## src/hdl/u2a_pkg.sv

```systemverilog
package u2a_pkg;

  // Character counter width and the fixed output count width
  localparam int COUNT_BITS   = 16;
  localparam int CHAR_COUNT_W = 16;
  localparam int CP_W         = 21;
  localparam int QUEUE_DEPTH  = 2;
  localparam int QCNT_W       = $clog2(QUEUE_DEPTH + 1);
  localparam int QPTR_W       = (QUEUE_DEPTH > 1) ? $clog2(QUEUE_DEPTH) : 1;

  localparam logic [7:0]      REPL_RESET  = 8'h3F;
  localparam logic [CP_W-1:0] ASCII_LIMIT = 21'h00_0080;
  localparam logic [CP_W-1:0] MIN_3BYTE   = 21'h00_0800;
  localparam logic [CP_W-1:0] SURR_LO     = 21'h00_D800;
  localparam logic [CP_W-1:0] SURR_HI     = 21'h00_DFFF;
  localparam logic [CP_W-1:0] MIN_4BYTE   = 21'h01_0000;
  localparam logic [CP_W-1:0] MAX_POINT   = 21'h10_FFFF;

  // Register word index of the replacement byte
  localparam logic REG_REPL = 1'b0;

  // Byte classes decided by the front end
  typedef enum logic [2:0] {
    CLS_ASCII = 3'd0,
    CLS_LEAD2 = 3'd1,
    CLS_LEAD3 = 3'd2,
    CLS_LEAD4 = 3'd3,
    CLS_CONT  = 3'd4,
    CLS_BAD   = 3'd5
  } cls_e;

  // Result kinds
  typedef enum logic [1:0] {
    KIND_CHAR     = 2'd0,
    KIND_ERROR    = 2'd1,
    KIND_DROP_END = 2'd2
  } kind_e;

  // One classified word between front and back
  typedef struct packed {
    cls_e       cls;
    logic [6:0] bits;
    logic       eos;
  } item_t;

endpackage

```

## src/hdl/u2a_front.sv

```systemverilog
module u2a_front (
  input  logic           in_valid_i,
  input  logic [7:0]     data_byte_i,
  input  logic           end_of_string_i,
  input  logic           q_full_i,
  output logic           in_stall_o,
  output logic           push_o,
  output u2a_pkg::item_t item_o
);
  import u2a_pkg::*;

  // Stall only when the queue has no room
  assign in_stall_o = q_full_i;
  assign push_o     = in_valid_i && !q_full_i;

  // Classify the byte and keep its payload bits
  always_comb begin
    item_o.eos  = end_of_string_i;
    item_o.bits = data_byte_i[6:0];
    unique case (data_byte_i) inside
      [8'h00:8'h7F]: begin
        item_o.cls = CLS_ASCII;
      end
      [8'h80:8'hBF]: begin
        item_o.cls  = CLS_CONT;
        item_o.bits = {1'b0, data_byte_i[5:0]};
      end
      [8'hC2:8'hDF]: begin
        item_o.cls  = CLS_LEAD2;
        item_o.bits = {2'b00, data_byte_i[4:0]};
      end
      [8'hE0:8'hEF]: begin
        item_o.cls  = CLS_LEAD3;
        item_o.bits = {3'b000, data_byte_i[3:0]};
      end
      [8'hF0:8'hF4]: begin
        item_o.cls  = CLS_LEAD4;
        item_o.bits = {4'b0000, data_byte_i[2:0]};
      end
      default: begin
        item_o.cls = CLS_BAD;
      end
    endcase
  end

endmodule

```

## src/hdl/u2a_queue.sv

```systemverilog
module u2a_queue (
  input  logic           clk_i,
  input  logic           rst_ni,
  input  logic           push_i,
  input  u2a_pkg::item_t push_item_i,
  input  logic           pop_i,
  output logic           full_o,
  output logic           empty_o,
  output u2a_pkg::item_t head_o
);
  import u2a_pkg::*;

  item_t             mem_q [QUEUE_DEPTH];
  logic [QPTR_W-1:0] wr_ptr_q, wr_ptr_d;
  logic [QPTR_W-1:0] rd_ptr_q, rd_ptr_d;
  logic [QCNT_W-1:0] count_q, count_d;

  assign full_o  = (count_q == QCNT_W'(QUEUE_DEPTH));
  assign empty_o = (count_q == '0);
  assign head_o  = mem_q[rd_ptr_q];

  // Advance pointers and occupancy
  always_comb begin
    wr_ptr_d = wr_ptr_q;
    rd_ptr_d = rd_ptr_q;
    count_d  = count_q;
    if (push_i) begin
      wr_ptr_d = (wr_ptr_q == QPTR_W'(QUEUE_DEPTH - 1)) ? '0 : wr_ptr_q + 1'b1;
    end
    if (pop_i) begin
      rd_ptr_d = (rd_ptr_q == QPTR_W'(QUEUE_DEPTH - 1)) ? '0 : rd_ptr_q + 1'b1;
    end
    case ({push_i, pop_i})
      2'b10:   count_d = count_q + 1'b1;
      2'b01:   count_d = count_q - 1'b1;
      default: count_d = count_q;
    endcase
  end

  always_ff @(posedge clk_i or negedge rst_ni) begin
    if (!rst_ni) begin
      wr_ptr_q <= '0;
      rd_ptr_q <= '0;
      count_q  <= '0;
    end else begin
      wr_ptr_q <= wr_ptr_d;
      rd_ptr_q <= rd_ptr_d;
      count_q  <= count_d;
    end
  end

  // Store the word
  always_ff @(posedge clk_i) begin
    if (push_i) begin
      mem_q[wr_ptr_q] <= push_item_i;
    end
  end

endmodule

```

## src/hdl/u2a_back.sv

```systemverilog
module u2a_back (
  input  logic           clk_i,
  input  logic           rst_ni,
  input  logic           q_empty_i,
  input  u2a_pkg::item_t item_i,
  output logic           pop_o,
  input  logic [7:0]     repl_byte_i,
  output logic           out_valid_o,
  input  logic           out_stall_i,
  output logic [1:0]     result_kind_o,
  output logic [7:0]     ascii_byte_o,
  output logic [20:0]    code_point_o,
  output logic [15:0]    char_count_o,
  output logic           last_o
);
  import u2a_pkg::*;

  // Decode state
  logic [CP_W-1:0]       partial_q, partial_d;
  logic [1:0]            pend_q, pend_d;
  logic [1:0]            seqlen_q, seqlen_d;
  logic                  drop_q, drop_d;
  logic [COUNT_BITS-1:0] chars_q, chars_d;

  // Output register
  logic                    out_valid_q, out_valid_d;
  logic [1:0]              kind_q, kind_d;
  logic [7:0]              ascii_q, ascii_d;
  logic [CP_W-1:0]         cp_q, cp_d;
  logic [CHAR_COUNT_W-1:0] count_q, count_d;
  logic                    last_q, last_d;

  logic            emit;
  logic            done;
  logic            bad;
  logic [CP_W-1:0] new_point;
  logic [1:0]      pend_dec;
  logic [COUNT_BITS-1:0] chars_inc;

  // Take a word whenever the output slot is free or being drained
  assign pop_o = !q_empty_i && (!out_valid_q || !out_stall_i);

  assign new_point = {partial_q[CP_W-7:0], item_i.bits[5:0]};
  assign pend_dec  = pend_q - 1'b1;
  assign chars_inc = (chars_q == {COUNT_BITS{1'b1}}) ? chars_q : chars_q + 1'b1;

  always_comb begin
    partial_d = partial_q;
    pend_d    = pend_q;
    seqlen_d  = seqlen_q;
    drop_d    = drop_q;
    chars_d   = chars_q;
    emit      = 1'b0;
    done      = 1'b0;
    bad       = 1'b0;
    kind_d    = KIND_CHAR;
    ascii_d   = '0;
    cp_d      = '0;
    count_d   = CHAR_COUNT_W'(chars_q);
    last_d    = item_i.eos;

    if (drop_q) begin
      // Drop bytes until the string ends
      if (item_i.eos) begin
        emit      = 1'b1;
        kind_d    = KIND_DROP_END;
        partial_d = '0;
        pend_d    = '0;
        seqlen_d  = '0;
        drop_d    = 1'b0;
        chars_d   = '0;
      end
    end else begin
      if (pend_q == 2'd0) begin
        unique case (item_i.cls)
          CLS_ASCII: begin
            done = 1'b1;
            cp_d = CP_W'(item_i.bits);
          end
          CLS_LEAD2: begin
            partial_d = CP_W'(item_i.bits);
            pend_d    = 2'd1;
            seqlen_d  = 2'd1;
          end
          CLS_LEAD3: begin
            partial_d = CP_W'(item_i.bits);
            pend_d    = 2'd2;
            seqlen_d  = 2'd2;
          end
          CLS_LEAD4: begin
            partial_d = CP_W'(item_i.bits);
            pend_d    = 2'd3;
            seqlen_d  = 2'd3;
          end
          default: bad = 1'b1;
        endcase
      end else if (item_i.cls != CLS_CONT) begin
        bad = 1'b1;
      end else begin
        partial_d = new_point;
        pend_d    = pend_dec;
        if (pend_dec == 2'd0) begin
          cp_d = new_point;
          // Reject overlong forms, surrogates and out-of-range values
          if (seqlen_q == 2'd2 && (new_point < MIN_3BYTE ||
              (new_point >= SURR_LO && new_point <= SURR_HI))) begin
            bad = 1'b1;
          end else if (seqlen_q == 2'd3 &&
                       (new_point < MIN_4BYTE || new_point > MAX_POINT)) begin
            bad = 1'b1;
          end else begin
            done = 1'b1;
          end
        end
      end

      // Flag a sequence cut short by the end of the string
      if (!bad && !done && item_i.eos) begin
        bad = 1'b1;
      end

      if (bad) begin
        emit      = 1'b1;
        kind_d    = KIND_ERROR;
        cp_d      = '0;
        partial_d = '0;
        pend_d    = '0;
        seqlen_d  = '0;
        if (item_i.eos) begin
          chars_d = '0;
        end else begin
          drop_d = 1'b1;
        end
      end else if (done) begin
        emit      = 1'b1;
        kind_d    = KIND_CHAR;
        ascii_d   = (cp_d < ASCII_LIMIT) ? cp_d[7:0] : repl_byte_i;
        count_d   = CHAR_COUNT_W'(chars_inc);
        chars_d   = chars_inc;
        partial_d = '0;
        seqlen_d  = '0;
        if (item_i.eos) begin
          pend_d  = '0;
          chars_d = '0;
        end
      end
    end
  end

  // Hold a result until it is taken
  always_comb begin
    out_valid_d = out_valid_q;
    if (pop_o && emit) begin
      out_valid_d = 1'b1;
    end else if (!out_stall_i) begin
      out_valid_d = 1'b0;
    end
  end

  always_ff @(posedge clk_i or negedge rst_ni) begin
    if (!rst_ni) begin
      partial_q   <= '0;
      pend_q      <= '0;
      seqlen_q    <= '0;
      drop_q      <= 1'b0;
      chars_q     <= '0;
      out_valid_q <= 1'b0;
    end else begin
      out_valid_q <= out_valid_d;
      if (pop_o) begin
        partial_q <= partial_d;
        pend_q    <= pend_d;
        seqlen_q  <= seqlen_d;
        drop_q    <= drop_d;
        chars_q   <= chars_d;
      end
    end
  end

  always_ff @(posedge clk_i) begin
    if (pop_o && emit) begin
      kind_q  <= kind_d;
      ascii_q <= ascii_d;
      cp_q    <= cp_d;
      count_q <= count_d;
      last_q  <= last_d;
    end
  end

  assign out_valid_o   = out_valid_q;
  assign result_kind_o = kind_q;
  assign ascii_byte_o  = ascii_q;
  assign code_point_o  = cp_q;
  assign char_count_o  = count_q;
  assign last_o        = last_q;

endmodule

```

## src/hdl/utf8_to_ascii_replacer_unit.sv

```systemverilog
// UTF-8 to ASCII replacer.
// Input channel: one string byte per word (data_byte_i, end_of_string_i on the
// final byte), accepted when in_valid_i is high and in_stall_o is low.
// Output channel: one word per finished character, per error, and per string
// end after an error; taken when out_valid_o is high and out_stall_i is low.
// Throughput: one byte per cycle while out_stall_i is low; the decoder takes
// one queued byte per cycle and writes any result to the output register.
// A two-word queue sits between the byte classifier and the decoder, and the
// decoder writes into a single output register; when the receiver stalls the
// output register holds, the decoder stops once it holds a result, the queue
// fills, and in_stall_o rises as soon as the queue holds two bytes.
// The replacement byte is written through the APB port at byte address 0
// (reset value 0x3F); write it only while the block is idle.
// Reset clears the queue pointers, the output valid flag and all decode
// state; no clearing pass follows reset.
module utf8_to_ascii_replacer_unit (
  input  logic        clk_i,
  input  logic        rst_ni,
  input  logic        psel,
  input  logic        penable,
  input  logic        pwrite,
  input  logic [2:0]  paddr,
  input  logic [31:0] pwdata,
  output logic [31:0] prdata,
  output logic        pready,
  input  logic        in_valid_i,
  output logic        in_stall_o,
  input  logic [7:0]  data_byte_i,
  input  logic        end_of_string_i,
  output logic        out_valid_o,
  input  logic        out_stall_i,
  output logic [1:0]  result_kind_o,
  output logic [7:0]  ascii_byte_o,
  output logic [20:0] code_point_o,
  output logic [15:0] char_count_o,
  output logic        last_o
);
  import u2a_pkg::*;

  logic [7:0] repl_q;
  logic       q_full;
  logic       q_empty;
  logic       push;
  logic       pop;
  item_t      push_item;
  item_t      head_item;

  // Configuration register
  assign pready = 1'b1;

  always_ff @(posedge clk_i or negedge rst_ni) begin
    if (!rst_ni) begin
      repl_q <= REPL_RESET;
    end else if (psel && penable && pwrite && pready && paddr[2] == REG_REPL) begin
      repl_q <= pwdata[7:0];
    end
  end

  assign prdata = (paddr[2] == REG_REPL) ? {24'd0, repl_q} : 32'd0;

  u2a_front u_front (
    .in_valid_i      (in_valid_i),
    .data_byte_i     (data_byte_i),
    .end_of_string_i (end_of_string_i),
    .q_full_i        (q_full),
    .in_stall_o      (in_stall_o),
    .push_o          (push),
    .item_o          (push_item)
  );

  u2a_queue u_queue (
    .clk_i       (clk_i),
    .rst_ni      (rst_ni),
    .push_i      (push),
    .push_item_i (push_item),
    .pop_i       (pop),
    .full_o      (q_full),
    .empty_o     (q_empty),
    .head_o      (head_item)
  );

  u2a_back u_back (
    .clk_i         (clk_i),
    .rst_ni        (rst_ni),
    .q_empty_i     (q_empty),
    .item_i        (head_item),
    .pop_o         (pop),
    .repl_byte_i   (repl_q),
    .out_valid_o   (out_valid_o),
    .out_stall_i   (out_stall_i),
    .result_kind_o (result_kind_o),
    .ascii_byte_o  (ascii_byte_o),
    .code_point_o  (code_point_o),
    .char_count_o  (char_count_o),
    .last_o        (last_o)
  );

endmodule

```

## config.mk

```make
export PLATFORM = sky130hd
export DESIGN_NAME = utf8_to_ascii_replacer_unit
export DESIGN_NICKNAME = d
export VERILOG_FILES = /design/src/hdl/u2a_pkg.sv /design/src/hdl/u2a_front.sv /design/src/hdl/u2a_queue.sv /design/src/hdl/u2a_back.sv /design/src/hdl/utf8_to_ascii_replacer_unit.sv
export SDC_FILE = /design/constraint.sdc
export NUM_CORES = 1
export LEC_CHECK = 0
export ABC_AREA = 1
export BUFFER_PORTS_ARGS = -buffer_cell sky130_fd_sc_hd__clkbuf_2
export CORE_AREA = 10 10 132 134
export CTS_BUF_LIST = sky130_fd_sc_hd__clkbuf_8
export DETAILED_ROUTE_END_ITERATION = 12
export DIE_AREA = 0 0 142 144
export GPL_TIMING_DRIVEN = 0
export PLACE_DENSITY = 0.68
export SLEW_MARGIN = 20
export SYNTH_ARGS = -nofsm -noshare
export SYNTH_HDL_FRONTEND = slang
export SYNTH_SLANG_ARGS = --single-unit
```

## constraint.sdc

```tcl
create_clock -name clk_i -period 2.85 [get_ports clk_i]
set_input_delay 0.1425 -clock clk_i [delete_from_list [all_inputs] [get_ports clk_i]]
set_output_delay 0.1425 -clock clk_i [all_outputs]
set_load 0.1 [all_outputs]
```

**Yosys cells after proc, flatten, opt, wreduce, memory -nomap -nowiden**

Memories as Yosys holds them, arrays and structs flattened.
Cells that the tools add are included.

- RAM bits: 22
- Memories kept: 1
- Register bits: 97
- Input port bits: 51
- Logic and storage cells: 166
- Output and inout bits: 83

Memories:

| memory | words | width | rd ports | clocked after Yosys merged registers in | write ports | line | text |
|---|---|---|---|---|---|---|---|
| u_queue.mem_q | 2 | 11 | 1 | 0 | 1 | u2a_queue.sv:13 | `item_t mem_q [QUEUE_DEPTH];` |

- Equality and inequality tests: 14
- $lt $le $gt $ge: 16
- Reductions and logical operators: 41
- Bitwise logic cells: 2
- Add/subtract/negate cells: 6
- Muxes and demuxes: 71

Operators with widths:

| cell | count |
|---|---|
| 2-to-1 mux 16 bit | 9 |
| 2-to-1 mux 15 bit | 7 |
| 2-to-1 mux 21 bit | 4 |
| greater-or-equal comparator 8 bit (second input constant) | 4 |
| less-or-equal comparator 8 bit (second input constant) | 4 |
| 2-to-1 mux 1 bit | 30 |
| one-hot mux 7 bit (4 select lines) | 1 |
| 2-to-1 mux 2 bit | 13 |
| greater-or-equal comparator 21 x 16 -> 1 bit (second input constant) | 1 |
| > comparator 21 bit (second input constant) | 1 |
| less-or-equal comparator 21 x 16 -> 1 bit (second input constant) | 1 |
| < comparator 21 x 12 -> 1 bit (second input constant) | 1 |
| < comparator 21 x 17 -> 1 bit (second input constant) | 1 |
| < comparator 21 x 8 -> 1 bit (second input constant) | 1 |
| adder 16 x 1 -> 16 bit (second input constant) | 1 |
| equality test 16 bit (second input constant) | 1 |
| logical AND 1 bit | 16 |
| 2-to-1 mux 8 bit | 2 |
| one-hot mux 3 bit (5 select lines) | 1 |
| one-hot mux 2 bit (3 select lines) | 2 |
| equality test 2 bit (second input constant) | 4 |
| greater-or-equal comparator 8 x 1 -> 1 bit (second input constant) | 1 |
| less-or-equal comparator 8 x 7 -> 1 bit (second input constant) | 1 |
| AND reduction 4 bit | 2 |
| other kinds (25) | 41 |

**Longest topological paths before layout**

Gate-level depths: netlist of run 1.
An unclocked memory read counts as a cell.

- Depth after elaboration: 19
- Depth in mapped cells: 15
- Mapped depth without buffers: 15

**Modules after synthesis**

From an unflattened synthesis of run 1, not the netlist that was laid out.

- Cells, all modules: 820
- Area, all modules: 6685.2 µm²

By module, submodules not included:

| module | area an instance (µm²) | seq. area each (µm²) | instances | cells each |
|---|---|---|---|---|
| u2a_back | 4847.1 | 2367.3 | 1 | 619 |
| u2a_queue | 1038.5 | 760.7 | 1 | 81 |
| utf8_to_ascii_replacer_unit | 616.8 | 207.7 | 1 | 81 |
| u2a_front | 182.7 | 0.0 | 1 | 39 |

**Worst setup path after synthesis of run 1**

Ideal clock, no wire load.

- Kind: register -> register
- Start point: reg u_back.out_valid_q, in the netlist u_back.out_valid_o
- End point: reg u_back.ascii_q[0], in the netlist u_back.ascii_byte_o[0], enable pin
- Buffers on the path: 0
- Arrival: 2.642 ns
- Required time: 2.448 ns
- Stages on the path, launching flop included: 8
- Path slack: -0.194 ns
- Library setup time: 0.402 ns
- Clock period less this slack: 3.044 ns
- Path through: dfrtp_1 > nand2_1 > o21ai_0 > inv_1 > o21ai_1 > inv_2 > nand2_1 > inv_1

- Longest elaborated chain between the ends: 4

RTL lines:

| element | line | text |
|---|---|---|
| start: declaration | u2a_back.sv:26 | `logic out_valid_q, out_valid_d;` |
| start signal: assignment | u2a_back.sv:169 | `out_valid_q <= out_valid_d;` |
| zero test 1 bit | u2a_back.sv:41 | `assign pop_o = !q_empty_i && (!out_valid_q \|\| !out_stall_i);` |
| logical OR 1 bit | u2a_back.sv:41 |  |
| logical AND 1 bit | u2a_back.sv:41 |  |
| net pop | utf8_to_ascii_replacer_unit.sv:44 | `logic pop;` |
| logical AND 1 bit | u2a_back.sv:181 | `if (pop_o && emit) begin` |
| end signal: assignment | u2a_back.sv:183 | `ascii_q <= ascii_d;` |
| end: declaration | u2a_back.sv:28 | `logic [7:0] ascii_q, ascii_d;` |

The timed path passes the listed nets, and every way through them passes these cells.
A chain may end at the register's enable or synchronous reset.

**Worst setup path in the final report of run 1**

- Start point: reg u_back.pend_q[1]
- End point: reg u_back.count_q[6], in the netlist u_back.char_count_o[6], enable pin

- Longest elaborated chain between the ends: 14
- Elaborated cells between the ends (all ways): 21
- Those cells by class: add/sub: 1; mux: 13; reduce/logical: 7

RTL lines:

| element | line | text |
|---|---|---|
| start: declaration | u2a_back.sv:20 | `logic [1:0] pend_q, pend_d;` |
| start signal: assignment | u2a_back.sv:172 | `pend_q <= pend_d;` |
| subtractor 2 x 1 -> 2 bit | u2a_back.sv:44 | `assign pend_dec = pend_q - 1'b1;` |
| zero test 2 bit | u2a_back.sv:102 | `if (pend_dec == 2'd0) begin` |
| 2-to-1 mux 1 bit | u2a_back.sv:102 |  |
| 2-to-1 mux 1 bit | u2a_back.sv:97 | `end else if (item_i.cls != CLS_CONT) begin` |
| 2-to-1 mux 1 bit | u2a_back.sv:74 | `if (pend_q == 2'd0) begin` |
| 2-to-1 mux 1 bit | u2a_back.sv:62 | `if (drop_q) begin` |
| zero test 1 bit | u2a_back.sv:118 | `if (!bad && !done && item_i.eos) begin` |
| logical AND 1 bit (2 in series) | u2a_back.sv:118 |  |
| 2-to-1 mux 1 bit | u2a_back.sv:118 |  |
| 2-to-1 mux 1 bit | u2a_back.sv:62 |  |
| 2-to-1 mux 1 bit * | u2a_back.sv:122 | `if (bad) begin` |
| 2-to-1 mux 1 bit * | u2a_back.sv:62 |  |
| logical AND 1 bit * | u2a_back.sv:181 |  |
| end signal: assignment | u2a_back.sv:185 | `count_q <= count_d;` |
| end: declaration | u2a_back.sv:30 | `logic [CHAR_COUNT_W-1:0] count_q, count_d;` |

Every way passes the cells marked *; elsewhere a longest branch is shown, timed or not. The select of a mux whose other input is x is not followed.

==> results.py, run 1 <==
metrics = {
    "timing": {
        "setup_viol": 0,
        "min_period_ns": 2.71,
        "maxSlewViolCount": 0,
        "finalHoldViolations": 0,
        "worst_pin_slew_ns": 1.02,
        "max_freq_mhz": 369,
        "fin_skew_ns": 0.0102,
        "slew_headroom": 0.311,
        "grt_setup_unrepaired": "true",
        "fin_crit_sh": 0.950,
        "worst_slack_ns": 0.143,
        "fin_setup_tns_ns": 0,
    },
    "floorplan": {
        "die-area_um2": 20400,
        "die_h_um": 144,
        "fp.dieW_um": 142,
        "placementRows": 45,
        "initial_core_util": 0.437,
        "ios": 134,
        "core_um2": 14900,
    },
    "synth": {
        "synth_edf_count": 70,
        "ys_types": 42,
        "synth_warnings": 0,
        "synth_top_area_frac": 0.323,
        "synthTopCellsByArea": "edfxtp_1, dfrtp_1, nand2_1",
        "ys_seq_area_frac": 0.513,
        "yosys.area.top_type": "edfxtp_1",
        "ys_top_cells_by_count": "nand2_1, nor2_1, edfxtp_1",
        "syn_area_um2": 6500,
        "synth_ff_type": "edfxtp_1",
        "synth.most_common_cell": "nand2_1",
        "ys_seq_elements": 119,
        "syn_area_per_cell_um2": 8.29,
        "netlist_instances": 784,
        "async_flop_share": 0.412,
    },
    "final_layout": {
        "fillers": 1407,
        "fin_area_um2": 7850,
        "diodes": 0,
        "area_growth_syn_to_layout_pct": 20.8,
        "drive_gt1_frac": 0.216,
        "fin_cells": 1128,
        "final_nets": 982,
    },
    "setup_path": {
        "max_stage_delay_ns": 0.38,
        "critPathMaxFanout": 12,
        "end_kind": "register",
        "critPathRequiredTime_ns": 2.98,
        "start_kind": "register",
        "crit_chain": "inv_1, ha_1, clkbuf_1, inv_1, nand3_4, nand2_2, nand2_4, nand4_4, nand2_4, clkinvlp_4",
        "critPathTopFamily": "buffers and inverters",
        "cp.arrival_ns": 2.84,
        "timing_worst_setup_path_type": "register to register",
        "cpMaxStageDelayCell": "dfrtp_1",
        "cp_num_buf_inv": 4,
    },
    "drt": {
        "routedWlPerCell_um": 14.8,
        "drtIter0Drc": 442,
        "num_vias": 5641,
        "detail-route-antenna-nets": 0,
        "routed.top_layer": "met4",
        "routed_wl_um": 16700,
        "viasPerCell": 5.00,
        "drc": 0,
        "wl_met3_um": 1530,
        "dr_wl_met2_um": 7280,
        "wl_met1_um": 7560,
        "drt-pass1-iter-count": 5,
    },
    "global_routing": {
        "grt_max_degree": 50,
        "grtUsageTotal": 0.164,
        "grt_pass1_vias": 5366,
        "grt_pass1_wl_um": 26800,
        "gr-total-overflow": 0,
        "antenna_found_initial": 0,
    },
    "clocking": {
        "numCtsBuffers": 17,
        "clk_latency_ns": 0.46,
        "clock-sinks": 119,
        "cts_buffer_depth": 2,
        "cts_htree_levels": 4,
        "clk_pin_slew_ns": 0.08,
        "root_buffer": "clkbuf_8",
        "tritoncts": "done",
    },
    "placed_design": {
        "post-dp-hpwl_um": 11800,
        "port_buffers": 81,
        "dpl_cell_area_um2": 7250,
        "placed_cells": 1076,
        "pre_cts_ws_ns": -0.673,
        "routabilityCongestion": 0.938,
    },
    "outcome": {
        "outcome": "finished clean",
    },
    "job": {
        "drv_cap": 0,
    },
    "worst_hold_path": {
        "hold_class": "primary input to register",
    },
}
-- through the flow --
stage | utilization | hold slack, ns
floorplan | - | -0.153
CTS | 0.528 | 0.0145
finish | 0.528 | 0.0433
global route | 0.528 | 0.0418
detailed placement | 0.488 | 0.258
global placement | 0.486 | 0.345
-- logic make-up (layout without fill, tap and decap cells) --
group | count (synthesis) | in the layout | synth area share
flip-flops | 119 | 119 | 0.513
AO/OA/AOI/OAI | 79 | 79 | 0.0674
buffers and inverters | 133 | 266 | 0.0978
AND/OR/NAND/NOR | 429 | 429 | 0.287
multiplexers | 6 | 6 | 0.00924
XOR/XNOR | 12 | 12 | 0.0162
adder cells (fa/ha/maj) | 4 | 4 | 0.00770
other | 2 | 25 | 0.00116
-- final cells by class --
class	count	area [um2]	area share
Buffer	60	362	0.0460
Clock buffer	17	234	0.0298
Clock inverter	15	165	0.0210
Inverter	73	278	0.0354
Multi-Input combinational cell	555	2640	0.336
Sequential cell	119	3340	0.425
Tap cell	188	235	0.0300
Timing Repair Buffer	98	583	0.0743
Timing Repair inverter	3	22.5	0.00287
-- state kept, by name, indices dropped and copies added (netlist names) --
register,flops
u_queue.rd_ptr_q,1
u_back.seqlen_q,2
u_back.pend_q,2
u_back.char_count_o,16
u_back.ascii_byte_o,8
u_back.result_kind_o,2
repl_q,8
u_back.code_point_o,21
u_back.out_valid_o,1
u_queue.wr_ptr_q,1
u_queue.mem_q,22
u_back.drop_q,1
u_back.partial_q,15
u_queue.count_q,2
u_back.last_o,1
u_back.chars_q,16
-- cell usage in the layout, fill, tap and decap left out, types with 14 or more instances in the layout --
cell / Yosys / routed
nand3_1: 50 / 50
dlygate4sd3_1: 0 / 14
buf_2: 16 / 16
dfrtp_1: 43 / 42
clkbuf_2: 0 / 80
clkbuf_8: 0 / 17
a21oi_1: 27 / 27
inv_1: 65 / 64
nand4_1: 25 / 25
o21ai_0: 33 / 33
nor2_1: 77 / 77
nand2_1: 252 / 251
clkbuf_1: 14 / 14
buf_4: 27 / 29
conb_1: 2 / 25
edfxtp_1: 70 / 70
-- what timing repair did --
action | CTS | global route
setup endpoints to repair | 48 | 48
endpoints found under the hold margin | 60 | 0
gates resized for setup | 4 | 1
setup buffers | 3 | 0
hold buffers | 14 | 0
gates cloned | 3 | 0
-- layer usage --
metal  vias to the layer above  GRT usage
li1                       2808          -
met2                       228      0.244
met1                      2579      0.209
met3                        26     0.0600
met4                         0     0.0694
met5                         -          0
-- path summary, 6_finish.rpt --
check                                                start                               end  slack (ns)  depth (start not counted)
setup / recovery              u_back.pend_q[1]$_DFFE_PN0P_  u_back.char_count_o[6]$_DFFE_PP_        0.14                         10
hold / removal                              data_byte_i[3]     u_queue.mem_q[0][4]$_DFFE_PP_        0.04                          2
setup reg to reg              u_back.pend_q[1]$_DFFE_PN0P_  u_back.char_count_o[6]$_DFFE_PP_        0.14                         10
hold reg to reg            u_back.partial_q[0]$_DFFE_PN0P_   u_back.partial_q[0]$_DFFE_PN0P_        0.48                          2
max in group asynchronous                           rst_ni    u_back.out_valid_o$_DFFE_PN0P_        2.03                          2
min in group asynchronous                           rst_ni    u_back.chars_q[10]$_DFFE_PN0P_        0.31                          2
-- worst reg2reg max path, cell delays in order (launching register included) --
cell	delay, ns
dfrtp_1	0.38
inv_1	0.12
ha_1	0.16
clkbuf_1	0.29
inv_1	0.21
nand3_4	0.18
nand2_2	0.08
nand2_4	0.13
nand4_4	0.24
nand2_4	0.28
clkinvlp_4	0.32
Power of run 1 is left out: the tool's default activity adds up to more than one toggle a clock period on the data nets, which glitch-free logic cannot reach.
==> inputs of run 2 (changes only) <==
--- a/config.mk
+++ b/config.mk
@@ -13,6 +13,7 @@
 export DIE_AREA = 0 0 142 144
 export GPL_TIMING_DRIVEN = 0
 export PLACE_DENSITY = 0.68
+export SETUP_SLACK_MARGIN = 0.2
 export SLEW_MARGIN = 20
 export SYNTH_ARGS = -nofsm -noshare
 export SYNTH_HDL_FRONTEND = slang
==> results.py, run 2 (synthesis results as in run 1) <==
metrics = {
    "placed_design": {
        "port_buffers": 81,
        "post-dp-hpwl_um": 11900,
        "pre_cts_ws_ns": -0.499,
        "dpl_cell_area_um2": 7250,
        "routabilityCongestion": 0.919,
    },
    "final_layout": {
        "fillers": 1426,
        "final_nets": 984,
        "final_cell_mix": "nand2_1, clkbuf_2, nor2_1, edfxtp_1, inv_1",
        "area_growth_syn_to_layout_pct": 20.9,
        "fin_area_um2": 7860,
        "finish.utilization": 0.529,
        "largest_register_ff_count": 22,
        "drive_gt1_frac": 0.220,
        "final_common_cell": "nand2_1",
        "diodes": 0,
        "largest_register": "u_queue.mem_q",
    },
    "job": {
        "drv_cap": 0,
    },
    "setup_path": {
        "max_stage_delay_ns": 0.45,
        "start_kind": "register",
        "critPathRequiredTime_ns": 3.18,
        "crit_chain": "ha_1, nand3_1, inv_1, nand2_1, nor2_4, inv_1, buf_1, o21ai_0, nand2_1, nand2_1, nand3_1, nand2_1, nand2_1, nand2_1",
        "cp_num_buf_inv": 3,
        "cpMaxStageDelayCell": "dfrtp_1",
        "timing_worst_setup_path_type": "register to register",
        "critPathMaxFanout": 10,
        "cp.arrival_ns": 2.79,
        "crit_top_cell": "nand2_1",
        "critPathTopFamily": "simple AND/OR/NAND/NOR gates",
        "end_kind": "register",
    },
    "clocking": {
        "clk_latency_ns": 0.45,
        "cts_htree_levels": 4,
        "numCtsBuffers": 17,
        "clock-sinks": 119,
        "root_buffer": "clkbuf_8",
        "tritoncts": "done",
        "cts_buffer_depth": 2,
        "clk_pin_slew_ns": 0.08,
    },
    "drt": {
        "routedWlPerCell_um": 14.4,
        "detail-route-antenna-nets": 0,
        "viasPerCell": 4.88,
        "drc": 0,
        "routed_wl_um": 16300,
        "drt-pass1-iter-count": 7,
        "drtIter0Drc": 294,
        "num_vias": 5514,
    },
    "floorplan": {
        "fp.dieW_um": 142,
        "core_um2": 14900,
        "ios": 134,
        "placementRows": 45,
        "die_h_um": 144,
        "die-area_um2": 20400,
        "initial_core_util": 0.437,
    },
    "timing": {
        "setup_viol": 0,
        "min_period_ns": 2.46,
        "fin_skew_ns": 0.0141,
        "worst_slack_ns": 0.393,
        "grt_setup_unrepaired": "false",
        "maxSlewViolCount": 0,
        "slew_headroom": 0.325,
        "finalHoldViolations": 0,
        "max_freq_mhz": 407,
        "worst_pin_slew_ns": 1.00,
        "fin_crit_sh": 0.862,
    },
    "global_routing": {
        "grt_pass1_vias": 5339,
        "grt_pass1_wl_um": 26700,
        "antenna_found_initial": 0,
        "gr-total-overflow": 0,
        "grt_max_degree": 50,
        "grtUsageTotal": 0.162,
    },
    "outcome": {
        "outcome": "finished clean",
    },
    "worst_hold_path": {
        "hold_class": "primary input to register",
    },
}
run 2: path summary, 6_finish.rpt:
kind                                                 startpoint                               to  slack [ns]  depth (start not counted)
worst max-delay path              u_back.chars_q[1]$_DFFE_PN0P_    u_back.chars_q[2]$_DFFE_PN0P_        0.39                         14
min in group asynchronous                                rst_ni    u_back.chars_q[9]$_DFFE_PN0P_        0.32                          2
worst min register to register  u_back.partial_q[0]$_DFFE_PN0P_  u_back.partial_q[0]$_DFFE_PN0P_        0.49                          2
worst min-delay path                             data_byte_i[3]    u_queue.mem_q[1][4]$_DFFE_PP_        0.02                          2
worst max register to register    u_back.chars_q[1]$_DFFE_PN0P_    u_back.chars_q[2]$_DFFE_PN0P_        0.39                         14
max in group asynchronous                                rst_ni   u_back.out_valid_o$_DFFE_PN0P_        1.99                          2
run 2: timing repair:
item | CTS | global route
hold buffers | 14 | 0
buffers inserted | 4 | 0
setup endpoints to repair | 48 | 58
pin swaps | 0 | 0
gates resized for setup | 4 | 7
endpoints found under the hold margin | 60 | 0
gates cloned | 3 | 1
run 2: metal layers:
metal  global-route usage  vias to the layer above  wire, um
met3               0.0466                       18      1330
met1                0.216                     2476      7650
met5                    0                        -         0
met2                0.241                      215      7060
met4               0.0667                        0       260
li1                     -                     2805         -
run 2: layout make-up:
type / count / area, um2 / share of cell area
multi-input combinational: 555 / 2660 / 0.338
clock buffer: 17 / 234 / 0.0298
timing repair inverter: 4 / 30.0 / 0.00382
timing repair buffer: 99 / 578 / 0.0736
sequential: 119 / 3340 / 0.425
clock inverter: 15 / 144 / 0.0183
buffer: 60 / 363 / 0.0462
inverter: 73 / 278 / 0.0354
tap: 188 / 235 / 0.0299
run 2: through the flow:
step                      hold WS (ns)  std cells  TNS [ns]
after floorplan                 -0.153        807         0
after global routing            0.0270       1130         0
after detailed placement         0.268       1076    -23.88
after CTS                      0.00462       1129         0
final                           0.0240       1130         0
after global placement           0.344       1076    -20.86
Power of run 2 is left out for the same reason.
